===== src/hdl/grayscale_dilate_3x3_top_assert.svh =====
// ----------------------------------------------------------------------------
// Assertion macros for the grayscale 3x3 dilation block
// Concurrent property helpers used by the checks in the top-level module.
// ----------------------------------------------------------------------------
`ifndef GRAYSCALE_DILATE_3X3_TOP_ASSERT_SVH
`define GRAYSCALE_DILATE_3X3_TOP_ASSERT_SVH

// Same-cycle implication, checked outside reset.
`define GD3_ASSERT_IMPLY(label, clk, rst, cond, prop, msg) \
   label: assert property (@(posedge clk) disable iff (rst) (cond) |-> (prop)) \
      else $error(msg);

// Next-cycle implication, checked outside reset.
`define GD3_ASSERT_NEXT(label, clk, rst, cond, prop, msg) \
   label: assert property (@(posedge clk) disable iff (rst) (cond) |=> (prop)) \
      else $error(msg);

`endif


===== src/hdl/gd3_pkg.sv =====
// ----------------------------------------------------------------------------
// gd3_pkg
// Shared widths, register codes and inter-module types of the 3x3 dilation.
// ----------------------------------------------------------------------------
package gd3_pkg;

   // Frame limits and field widths.
   localparam int MAX_WIDTH  = 2048;
   localparam int MAX_HEIGHT = 2048;
   localparam int PIX_W      = 8;
   localparam int COORD_W    = 11;
   localparam int CFG_W      = 12;
   localparam int ADDR_W     = $clog2(MAX_WIDTH);
   localparam int WIN_N      = 9;
   localparam int CSR_ADDR_W = 3;
   localparam int CSR_DATA_W = 32;

   // Register indexes, taken from the word address.
   localparam logic REG_WIDTH  = 1'b0;
   localparam logic REG_HEIGHT = 1'b1;

   // Effective frame size after clamping of the registers.
   typedef struct packed {
      logic [CFG_W-1:0]   w_eff;
      logic [CFG_W-1:0]   h_eff;
      logic [COORD_W-1:0] w_last;
      logic [COORD_W-1:0] h_last;
   } cfg_type;

   // One input's worth of result work: the updated window and where it sits.
   typedef struct packed {
      logic [WIN_N-1:0][PIX_W-1:0] win;
      logic [COORD_W-1:0]          col;
      logic [COORD_W-1:0]          row;
      logic                        y_a;
      logic                        y_b;
      logic                        x_a;
      logic                        x_b;
      logic                        row_ge2;
      logic                        col_ge2;
   } job_type;

endpackage


===== src/hdl/gd3_csr.sv =====
// ----------------------------------------------------------------------------
// gd3_csr
// Width and height registers behind the APB-style port, with size clamping.
// ----------------------------------------------------------------------------
module gd3_csr (
   input  logic                           clock,
   input  logic                           reset,
   input  logic                           csr_psel,
   input  logic                           csr_penable,
   input  logic                           csr_pwrite,
   input  logic [gd3_pkg::CSR_ADDR_W-1:0] csr_paddr,
   input  logic [gd3_pkg::CSR_DATA_W-1:0] csr_pwdata,
   output logic [gd3_pkg::CSR_DATA_W-1:0] csr_prdata,
   output logic                           csr_pready,
   output gd3_pkg::cfg_type               cfg
);
   import gd3_pkg::*;

   logic [CFG_W-1:0] width_ff;
   logic [CFG_W-1:0] width_in;
   logic [CFG_W-1:0] height_ff;
   logic [CFG_W-1:0] height_in;
   logic             wr_beat;
   logic             reg_sel;

   assign csr_pready = 1'b1;
   assign wr_beat    = csr_psel && csr_penable && csr_pwrite;
   assign reg_sel    = csr_paddr[2];

   // Register write decode.
   always_comb begin
      width_in  = width_ff;
      height_in = height_ff;
      if (wr_beat) begin
         unique case (reg_sel)
            REG_WIDTH:  width_in  = csr_pwdata[CFG_W-1:0];
            REG_HEIGHT: height_in = csr_pwdata[CFG_W-1:0];
            default:    width_in  = width_ff;
         endcase
      end
   end

   always_ff @(posedge clock) begin
      if (reset) begin
         width_ff  <= CFG_W'(640);
         height_ff <= CFG_W'(480);
      end else begin
         width_ff  <= width_in;
         height_ff <= height_in;
      end
   end

   // Read back the raw register values.
   always_comb begin
      unique case (reg_sel)
         REG_WIDTH:  csr_prdata = CSR_DATA_W'(width_ff);
         REG_HEIGHT: csr_prdata = CSR_DATA_W'(height_ff);
         default:    csr_prdata = '0;
      endcase
   end

   // A zero size acts as one and an oversize value as the maximum.
   always_comb begin
      if (width_ff == '0) begin
         cfg.w_eff = CFG_W'(1);
      end else if (width_ff > CFG_W'(MAX_WIDTH)) begin
         cfg.w_eff = CFG_W'(MAX_WIDTH);
      end else begin
         cfg.w_eff = width_ff;
      end
      if (height_ff == '0) begin
         cfg.h_eff = CFG_W'(1);
      end else if (height_ff > CFG_W'(MAX_HEIGHT)) begin
         cfg.h_eff = CFG_W'(MAX_HEIGHT);
      end else begin
         cfg.h_eff = height_ff;
      end
      cfg.w_last = COORD_W'(cfg.w_eff - 1'b1);
      cfg.h_last = COORD_W'(cfg.h_eff - 1'b1);
   end

endmodule


===== config.mk =====
export PLATFORM = sky130hd
export DESIGN_NAME = gd3_csr
export DESIGN_NICKNAME = d
export VERILOG_FILES = /design/src/hdl/grayscale_dilate_3x3_top_assert.svh /design/src/hdl/gd3_pkg.sv /design/src/hdl/gd3_csr.sv
export SDC_FILE = /design/constraint.sdc
export NUM_CORES = 1
export LEC_CHECK = 0
export ABC_AREA = 1
export BUFFER_PORTS_ARGS = -buffer_cell sky130_fd_sc_hd__buf_2
export CAP_MARGIN = 20
export CORE_MARGIN = 1.5
export CORE_UTILIZATION = 47
export CTS_CLUSTER_DIAMETER = 150
export DETAILED_ROUTE_END_ITERATION = 8
export GPL_ROUTABILITY_DRIVEN = 0
export PLACE_DENSITY = 0.88
export SETUP_SLACK_MARGIN = 0.5
export SKIP_CTS_REPAIR_TIMING = 1
export SLEW_MARGIN = 30
export SYNTH_ARGS = -nofsm -noshare
export SYNTH_HDL_FRONTEND = slang
export SYNTH_SLANG_ARGS = --single-unit

===== constraint.sdc =====
create_clock -name clock -period 6.2 [get_ports clock]
set_clock_uncertainty 0.2 [all_clocks]
set_input_delay 1.24 -clock clock [delete_from_list [all_inputs] [get_ports clock]]
set_output_delay 1.24 -clock clock [all_outputs]
set_load 0.01 [all_outputs]

==> summary.txt <==
vias: 2,242
post-DR wirelength/cell: 11.5 um
critical path class: register to output pin
post-synthesis simple-gate area fraction: 36.5%
number of global-route vias before repair: 1,953
main combinational cell family by area after synthesis: simple AND/OR/NAND/NOR gates
Fin Setup TNS: 0 ns
clk_lat worst skew: 0.26 ns
actual slew at the worst max-slew pin: 0.752 ns
# IOs: 119
ys flop type: dfxtp_1
status: finished, final reports clean
PwrDens: 163 nW/um^2
initial drt markers: 172
routed wl met3: 428 um
Yosys top cell area share: 24.6%
fin nets: 440
CTS Root Cell: clkbuf_8
Die Y: 67.4 um
Setup violations, final: 0
Max FO, Critical Path: 14
post-synthesis adder-cell area fraction: 1.28%
via/cell ratio: 5.03
final hold violations: 0
Leak: 0.00136 uW
Synth Warn #: 0
most area-consuming cells after synthesis: dfxtp_1, nand2_1, o21ai_0
Slew headroom: 49.2%
Netlist Area Pre-Place: 1950 um^2
Tot GR Track Use: 23.1%
H-tree depth: 1
EDFF count, synth: 0
DR top layer: met4
Yosys cell types: 27
die area: 4540 um^2
count leader, synth: nand2_1
clock buffers created by TritonCTS: 3
routed wire length on met2: 2.44 mm
RSZ-0062 raised after global routing: no
ratio of cells with drive above 1 in the final layout: 24.0%
total core area: 4000 um^2
post-placement cell area: 2240 um^2
max cap viols: 0
Slew Limit Fails: 0
TritonCTS clock tree: built
syn avg cell area: 5.89 um^2
Clock transition at path regs: 0.08 ns
Final HPWL DP: 4.09 mm
ANT cells: 0
fill cell total of the finished layout: 389
Layout Cells excl Fill: 446
initial antenna violation count: 0
Horiz. Die Dim: 67.4 um
placed cells: 443
pin count of the biggest net entering global routing: 24
fin crit share: 60.3%
CP Capture Type: output pin
Seq cells post-synth: 24
clk buf depth: 2
multi-input logic area: 1160 um^2
register area share after synthesis: 24.6%
wire length on met1: 2.17 mm
design area: 2280 um^2
drt drc: 0
XOR/XNOR Fraction of Synth Area: 2.70%
# rows: 23
drt first pass iters: 4
Routed Wire Length: 5.11 mm
gr ovfl total: 0
Fmax achieved: 268 MHz
Synth async-reset ratio: 0%
Layout area overhead: 17.2%
DRT antenna net count: 0
Tmin final: 3.74 ns
VDD IR max: 0.142 mV
Storage cell area: 480 um^2
CTS sink count: 24
cell count after synthesis: 331
Worst EP required: 4.76 ns
most frequent cells after synthesis: nand2_1, nor2_1, inv_1
Hold Path Class: register to register
CP startpoint kind: register
WP data arrival: 2.30 ns
Synth area leader: dfxtp_1
initial core utilization: 48.7%
port bufs: 75
final hold slack: 0.309 ns
Compound-Gate Fraction of Synth Area: 15.0%
Final Power: 373 uW
post-synthesis mux area share: 0%
global-route wire length before repair: 8.27 mm
## flip-flops by register name (all words and copies together) (netlist names)
name and flops:
height_ff 12, width_ff 12
## metal layers
layer	vias to the layer above	track usage, %
met5	-	0
met4	0	6.12
met2	106	39.6
met3	10	5.00
li1	1125	-
met1	1001	29.3
## worst max-delay path: stages (launching register included)
cell     delay, ns
dfxtp_1       0.48
nor2_1        0.09
nand2_1       0.09
nor2_1        0.05
nand2_1       0.06
nand2_2       0.17
nand2_1       0.26
ha_1          0.31
nand2_1       0.13
nor2_2        0.11
nand3_1       0.08
nand2_1       0.06
buf_2         0.12
## where the power goes
| group | internal [uW] | switching (uW) |
|---|---|---|
| Clock | 43.4 | 45.4 |
| Sequential | 160 | 8.35 |
| Combinational | 42.8 | 73.6 |
## cells in the final DEF, fill, tap and decap left out, types with 3 or more instances in the layout
cell      netlist  routed
nand2_1        90      90
buf_2           1      75
nor2_1         42      42
inv_1          41      41
o21ai_0        33      33
dfxtp_1        24      24
conb_1          2      21
nand3_1        18      18
a21oi_1        11      11
nand2_2         7       7
o41ai_1         6       6
nor2_2          4       4
xor2_1          4       4
clkbuf_8        0       3
## cell type report
type	instances	share of cell area, %
inverters	44	7.23
clock buffers	3	1.81
repair buffers	75	16.4
well taps	50	2.74
multi-input cells	250	50.8
flip-flops and latches	24	21.0
## metrics by stage
stage	util (%)	setup WS, ns
detailed placement	56.1	2.78
global placement	56.1	2.78
CTS	57.1	2.48
global route	57.1	2.21
floorplan	-	2.81
finish	57.1	2.46
## final timing paths
path                                    from           to  slack [ns]  cells after the start
worst max-delay path            height_ff[2]       cfg[8]        2.46                     12
worst min-delay path             width_ff[0]  width_ff[0]        0.31                      2
worst max register to register   width_ff[2]  width_ff[2]        5.17                      2
worst min register to register   width_ff[0]  width_ff[0]        0.31                      2
## cell families (layout without fill, tap and decap cells)
| kind of cell | Yosys count | in the layout |
|---|---|---|
| other | 2 | 21 |
| buffers and inverters | 76 | 122 |
| adder cells (fa/ha/maj) | 2 | 2 |
| AO/OA/AOI/OAI | 53 | 53 |
| AND/OR/NAND/NOR | 168 | 168 |
| XOR/XNOR | 6 | 6 |
| flip-flops | 24 | 24 |
(Power assumes the default switching activity.)
