### config.mk
export PLATFORM = sky130hd
export DESIGN_NAME = gd3_result_seq
export DESIGN_NICKNAME = d
export VERILOG_FILES = /design/src/hdl/grayscale_dilate_3x3_top_assert.svh /design/src/hdl/gd3_pkg.sv /design/src/hdl/gd3_result_seq.sv
export SDC_FILE = /design/constraint.sdc
export NUM_CORES = 1
export LEC_CHECK = 0
export BUFFER_PORTS_ARGS = -buffer_cell sky130_fd_sc_hd__buf_4
export CAP_MARGIN = 20
export CORE_ASPECT_RATIO = 1.2
export CORE_MARGIN = 5
export CORE_UTILIZATION = 40
export DETAILED_ROUTE_END_ITERATION = 7
export SLEW_MARGIN = 25
export SYNTH_ARGS = -nofsm -noshare
export SYNTH_HDL_FRONTEND = slang
export SYNTH_SLANG_ARGS = --single-unit
### constraint.sdc
create_clock -name clock -period 8.9 [get_ports clock]
set_input_delay 1.335 -clock clock [delete_from_list [all_inputs] [get_ports clock]]
set_output_delay 1.335 -clock clock [all_outputs]
set_load 0.01 [all_outputs]
### src/hdl/grayscale_dilate_3x3_top_assert.svh
// ----------------------------------------------------------------------------
// Assertion macros for the grayscale 3x3 dilation block
// Concurrent property helpers used by the checks in the top-level module.
// ----------------------------------------------------------------------------
`ifndef GRAYSCALE_DILATE_3X3_TOP_ASSERT_SVH
`define GRAYSCALE_DILATE_3X3_TOP_ASSERT_SVH

// Same-cycle implication, checked outside reset.
`define GD3_ASSERT_IMPLY(label, clk, rst, cond, prop, msg) \
   label: assert property (@(posedge clk) disable iff (rst) (cond) |-> (prop)) \
      else $error(msg);

// Next-cycle implication, checked outside reset.
`define GD3_ASSERT_NEXT(label, clk, rst, cond, prop, msg) \
   label: assert property (@(posedge clk) disable iff (rst) (cond) |=> (prop)) \
      else $error(msg);

`endif

### src/hdl/gd3_pkg.sv
// ----------------------------------------------------------------------------
// gd3_pkg
// Shared widths, register codes and inter-module types of the 3x3 dilation.
// ----------------------------------------------------------------------------
package gd3_pkg;

   // Frame limits and field widths.
   localparam int MAX_WIDTH  = 2048;
   localparam int MAX_HEIGHT = 2048;
   localparam int PIX_W      = 8;
   localparam int COORD_W    = 11;
   localparam int CFG_W      = 12;
   localparam int ADDR_W     = $clog2(MAX_WIDTH);
   localparam int WIN_N      = 9;
   localparam int CSR_ADDR_W = 3;
   localparam int CSR_DATA_W = 32;

   // Register indexes, taken from the word address.
   localparam logic REG_WIDTH  = 1'b0;
   localparam logic REG_HEIGHT = 1'b1;

   // Effective frame size after clamping of the registers.
   typedef struct packed {
      logic [CFG_W-1:0]   w_eff;
      logic [CFG_W-1:0]   h_eff;
      logic [COORD_W-1:0] w_last;
      logic [COORD_W-1:0] h_last;
   } cfg_type;

   // One input's worth of result work: the updated window and where it sits.
   typedef struct packed {
      logic [WIN_N-1:0][PIX_W-1:0] win;
      logic [COORD_W-1:0]          col;
      logic [COORD_W-1:0]          row;
      logic                        y_a;
      logic                        y_b;
      logic                        x_a;
      logic                        x_b;
      logic                        row_ge2;
      logic                        col_ge2;
   } job_type;

endpackage

### src/hdl/gd3_result_seq.sv
// ----------------------------------------------------------------------------
// gd3_result_seq
// Walks the zero to four results of one input and feeds the output register.
// ----------------------------------------------------------------------------
module gd3_result_seq (
   input  logic                        clock,
   input  logic                        reset,
   input  logic                        job_push,
   input  gd3_pkg::job_type            job,
   output logic                        job_free,
   output logic                        rsp_valid,
   input  logic                        rsp_ready,
   output logic [gd3_pkg::PIX_W-1:0]   rsp_dilated_value,
   output logic [gd3_pkg::COORD_W-1:0] rsp_out_col,
   output logic [gd3_pkg::COORD_W-1:0] rsp_out_row,
   output logic                        rsp_last_of_run,
   output logic                        rsp_frame_done
);
   import gd3_pkg::*;

   job_type                     job_ff;
   logic                        job_valid_ff;
   logic                        job_valid_in;
   logic                        ysel_ff;
   logic                        ysel_in;
   logic                        xsel_ff;
   logic                        xsel_in;
   logic                        out_free;
   logic                        emit;
   logic                        next_x;
   logic                        next_y;
   logic                        last;
   logic [2:0]                  row_mask;
   logic [2:0]                  col_mask;
   logic [WIN_N-1:0][PIX_W-1:0] masked;
   logic [2:0][PIX_W-1:0]       row_max;
   logic [PIX_W-1:0]            best;
   logic                        rsp_valid_ff;
   logic                        rsp_valid_in;
   logic [PIX_W-1:0]            value_ff;
   logic [COORD_W-1:0]          col_ff;
   logic [COORD_W-1:0]          row_ff;
   logic                        last_ff;
   logic                        done_ff;

   function automatic logic [PIX_W-1:0] max3(input logic [PIX_W-1:0] a,
                                             input logic [PIX_W-1:0] b,
                                             input logic [PIX_W-1:0] c);
      logic [PIX_W-1:0] m;
      m = (a > b) ? a : b;
      return (m > c) ? m : c;
   endfunction

   // Selection bits: clear picks the earlier coordinate, set the current one.
   assign out_free = !rsp_valid_ff || rsp_ready;
   assign emit     = job_valid_ff && out_free;
   assign next_x   = !xsel_ff && job_ff.x_b;
   assign next_y   = !ysel_ff && job_ff.y_b;
   assign last     = !next_x && !next_y;
   assign job_free = !job_valid_ff || (emit && last);

   always_comb begin
      job_valid_in = job_valid_ff;
      ysel_in      = ysel_ff;
      xsel_in      = xsel_ff;
      if (job_push) begin
         job_valid_in = 1'b1;
         ysel_in      = !job.y_a;
         xsel_in      = !job.x_a;
      end else if (emit) begin
         if (last) begin
            job_valid_in = 1'b0;
         end else if (next_x) begin
            xsel_in = 1'b1;
         end else begin
            ysel_in = 1'b1;
            xsel_in = !job_ff.x_a;
         end
      end
   end

   // Window rows and columns that the clamped neighborhood covers.
   always_comb begin
      if (ysel_ff) begin
         row_mask = {1'b1, job_ff.y_a, 1'b0};
      end else begin
         row_mask = {1'b1, 1'b1, job_ff.row_ge2};
      end
      if (xsel_ff) begin
         col_mask = {1'b1, job_ff.x_a, 1'b0};
      end else begin
         col_mask = {1'b1, 1'b1, job_ff.col_ge2};
      end
   end

   // Masked maximum, row by row and then across rows.
   always_comb begin
      for (int i = 0; i < 3; i++) begin
         for (int j = 0; j < 3; j++) begin
            masked[i*3 + j] = (row_mask[i] && col_mask[j]) ? job_ff.win[i*3 + j] : '0;
         end
      end
      for (int i = 0; i < 3; i++) begin
         row_max[i] = max3(masked[i*3], masked[i*3 + 1], masked[i*3 + 2]);
      end
      best = max3(row_max[0], row_max[1], row_max[2]);
   end

   always_comb begin
      rsp_valid_in = rsp_valid_ff;
      if (emit) begin
         rsp_valid_in = 1'b1;
      end else if (rsp_ready) begin
         rsp_valid_in = 1'b0;
      end
   end

   always_ff @(posedge clock) begin
      if (reset) begin
         job_valid_ff <= 1'b0;
         rsp_valid_ff <= 1'b0;
      end else begin
         job_valid_ff <= job_valid_in;
         rsp_valid_ff <= rsp_valid_in;
      end
   end

   // Job payload and selection state.
   always_ff @(posedge clock) begin
      if (job_push) begin
         job_ff <= job;
      end
      ysel_ff <= ysel_in;
      xsel_ff <= xsel_in;
   end

   // Output register; a set selection on both axes is the frame corner.
   always_ff @(posedge clock) begin
      if (emit) begin
         value_ff <= best;
         col_ff   <= xsel_ff ? job_ff.col : COORD_W'(job_ff.col - 1'b1);
         row_ff   <= ysel_ff ? job_ff.row : COORD_W'(job_ff.row - 1'b1);
         last_ff  <= last;
         done_ff  <= xsel_ff && ysel_ff;
      end
   end

   assign rsp_valid         = rsp_valid_ff;
   assign rsp_dilated_value = value_ff;
   assign rsp_out_col       = col_ff;
   assign rsp_out_row       = row_ff;
   assign rsp_last_of_run   = last_ff;
   assign rsp_frame_done    = done_ff;

endmodule

==> metrics <==
Layout area overhead 27.68%; I/O Pins around 140; starting density of the core 0.4019; cell mode on critical path nand2_1; initial antenna violation count 0; clock buffer depth 2; Final Instance Count excl. Fillers 1085; Num CTS Buffers 17; worst min-delay path class flip-flop to flip-flop; overall routed net length 17.50 mm; core footprint roughly 19000 um2; fin crit share 0.9302; pwr dens about 220 nW/um2; crit path capture type flip-flop; Final WS setup between 0.6 and 0.7 ns; WHS approximately 0.48 ns; Max Fclk roughly 120 MHz; DR WL/cell ~16 um; share of layout cells above drive strength 1 0.2593; vias in the first global route 5637; Min Clock Period, post-route between 8 and 9 ns; DP HPWL approximately 14 mm; Slew @ Worst Pin 0.8694 ns; IO Port Bufs around 140; setup TNS 0 ns; Syn Inst Count about 650; worst-path cell with the longest stage delay edfxtp_1; Initial DRC Count 329; final instance area between 9000 and 10000 um2; first-pass GRT wire length around 28 mm; post-synth cell types between 50 and 60; Setup WS pre-CTS 0.04168 ns; GPL Wtd Cong roughly 0.85; max_cap viols 0; insertion delay to the later sink of the worst-skew pair approximately 0.41 ns; slowest cell delay on critical path roughly 0.45 ns; endpoints failing setup 0; ys async rst share 0; Seq/Total Area, Yosys 0.5403; final core occ 0.5131; Final Slew Violations 0; DR vias approximately 5500; CTS HTree Levels 4; gr ovfl total 0; CTS tree built; R2R setup slack between 0.6 and 0.7 ns; Post-synth top flop edfxtp_1; Synth Net Count between 800 and 900; Max VDD drop about 0.15 mV; final hold violations 0; FP Rows between 50 and 60; Die ar. 21660 um2; Seq cells post-synth approximately 140; Worst EP arrival 8.44 ns; DRC 0; drt pass-1 iters 5; largest net degree at the start of global routing 72; critical path required time 9.06 ns; clock sink count about 140; Power Total 2.129 mW; drt via density a little over 5; syn avg cell area around 12 um2; CP max FO 16; fin nets between 900 and 1000; CTS Root Cell clkbuf_16; critical path class flip-flop to flip-flop; dpl cell area roughly 9000 um2; Worst setup SP type flip-flop; Die Ht around 160 um; leak pwr around 4.2 nW; Clock Skew 0.006954 ns; Synth Warn # 0; Final ANT Viol Nets 0; tightest slew margin relative to the limit 0.4165; Mapped Area about 7500 um2; Global Route Usage Sum 0.1625; placed cells between 1000 and 1500; DIE WIDTH roughly 140 um; number of flops mapped to enable cells by yosys 134; status finished, final reports clean; clk slew on worst S/H paths 0.07 ns; Antenna diodes 0; hold buffers post-CTS 0
## cell families (layout without fill, tap and decap cells)
kind of cell,count (synthesis),in the layout,share of synthesized area
fa+ha+maj,58,58,0.09647
compound gates,126,126,0.1133
mux,37,37,0.04957
buf+inv,72,247,0.03859
simple gates,203,203,0.1362
flops,136,136,0.5403
xor+xnor,22,22,0.02561
## state kept, by name, indices dropped and copies added (netlist names)
name               flops
job_ff               100
job_valid_ff           1
rsp_dilated_value      8
rsp_frame_done         1
rsp_last_of_run        1
rsp_out_col           11
rsp_out_row           11
rsp_valid              1
xsel_ff                1
ysel_ff                1
## cell usage after synthesis (all sizes together), types with 3 or more instances
| cell | count | area [um2] |
|---|---|---|
| edfxtp | 134 | 4024 |
| a31o | 3 | 26.28 |
| xor2 | 12 | 105.1 |
| o21a | 6 | 45.04 |
| o21ai | 37 | 188.9 |
| mux2i | 35 | 350.3 |
| a31oi | 8 | 50.05 |
| nor2 | 26 | 97.59 |
| nand2 | 74 | 277.8 |
| nand3 | 16 | 80.08 |
| nand4 | 8 | 50.05 |
| xnor2 | 10 | 87.58 |
| o31ai | 3 | 27.52 |
| inv | 55 | 206.5 |
| and4 | 4 | 35.03 |
| a21oi | 26 | 141.4 |
| and2 | 19 | 118.9 |
| o211ai | 4 | 30.03 |
| a211oi | 5 | 37.54 |
| nor3 | 10 | 55.05 |
| ha | 58 | 725.7 |
| a21o | 9 | 67.56 |
| nor2b | 8 | 50.05 |
| and3 | 10 | 62.56 |
| a2bb2oi | 5 | 43.79 |
| buf | 9 | 53.80 |
| clkbuf | 8 | 30.03 |
| nor4 | 5 | 31.28 |
| nand2b | 14 | 87.58 |
## routing by layer
metal  share of wire  vias to the layer above  global-route usage
met3           0.049                       17             0.04064
met2            0.52                      141              0.2813
met1            0.41                     2595              0.1966
met4           0.018                        0             0.05500
li1                -                     2737                   -
met5               0                        -                   0
## power by group
group	internal [mW]	leakage [nW]	switching [mW]
registers	0.777	1.32	0.0242
clock network	0.425	0.297	0.299
logic	0.274	2.58	0.329
total	1.48	4.19	0.652
## cells in the final DEF, fill, tap and decap left out, drive strengths merged, types with 3 or more instances in the layout
master,n
nand3,16
clkinv,3
nor2b,8
a31o,3
a21oi,26
nor4,5
nor3,10
a2bb2oi,5
o31ai,3
o21ai,37
o211ai,4
xnor2,10
and3,10
inv,64
nand2,74
buf,160
mux2i,35
ha,58
nand4,8
a211oi,5
a21o,9
nand2b,14
a31oi,8
o21a,6
xor2,12
edfxtp,134
clkbuf,17
and2,19
nor2,26
and4,4
## final timing paths
check                              endpoint  depth (start not counted)                       from
max          rsp_dilated_value[0]$_DFFE_PP_                         40      ysel_ff$_SDFFCE_PN1P_
min                  rsp_valid$_SDFFE_PP0P_                          2  job_valid_ff$_SDFFE_PP0P_
min reg2reg          rsp_valid$_SDFFE_PP0P_                          2  job_valid_ff$_SDFFE_PP0P_
max reg2reg  rsp_dilated_value[0]$_DFFE_PP_                         40      ysel_ff$_SDFFCE_PN1P_
## layout make-up
| class | instances | area [um2] |
|---|---|---|
| timing repair buffer | 160 | 1201 |
| multi-input combinational | 446 | 3208 |
| clock inverter | 15 | 178.9 |
| inverter | 55 | 206.4 |
| tap | 256 | 320.3 |
| clock buffer | 17 | 425.4 |
| fill | 1699 | 9114 |
| sequential | 136 | 4064 |
## critical path: cells and delay by family, from the launching register on
kind / cells / cell delay (ns)
DFF: 1 / 0.45
muxes: 4 / 1.22
buffers and inverters: 2 / 0.30
and+or+nand+nor: 11 / 1.39
adders and majority gates: 4 / 1.18
AOI/OAI and AO/OA: 19 / 3.48
## what timing repair did
item / CTS / global route
setup endpoints to repair: 0 / 8
gates resized for setup: 0 / 15
buffers inserted: 0 / 5
Power figures use the tool's default switching activity.
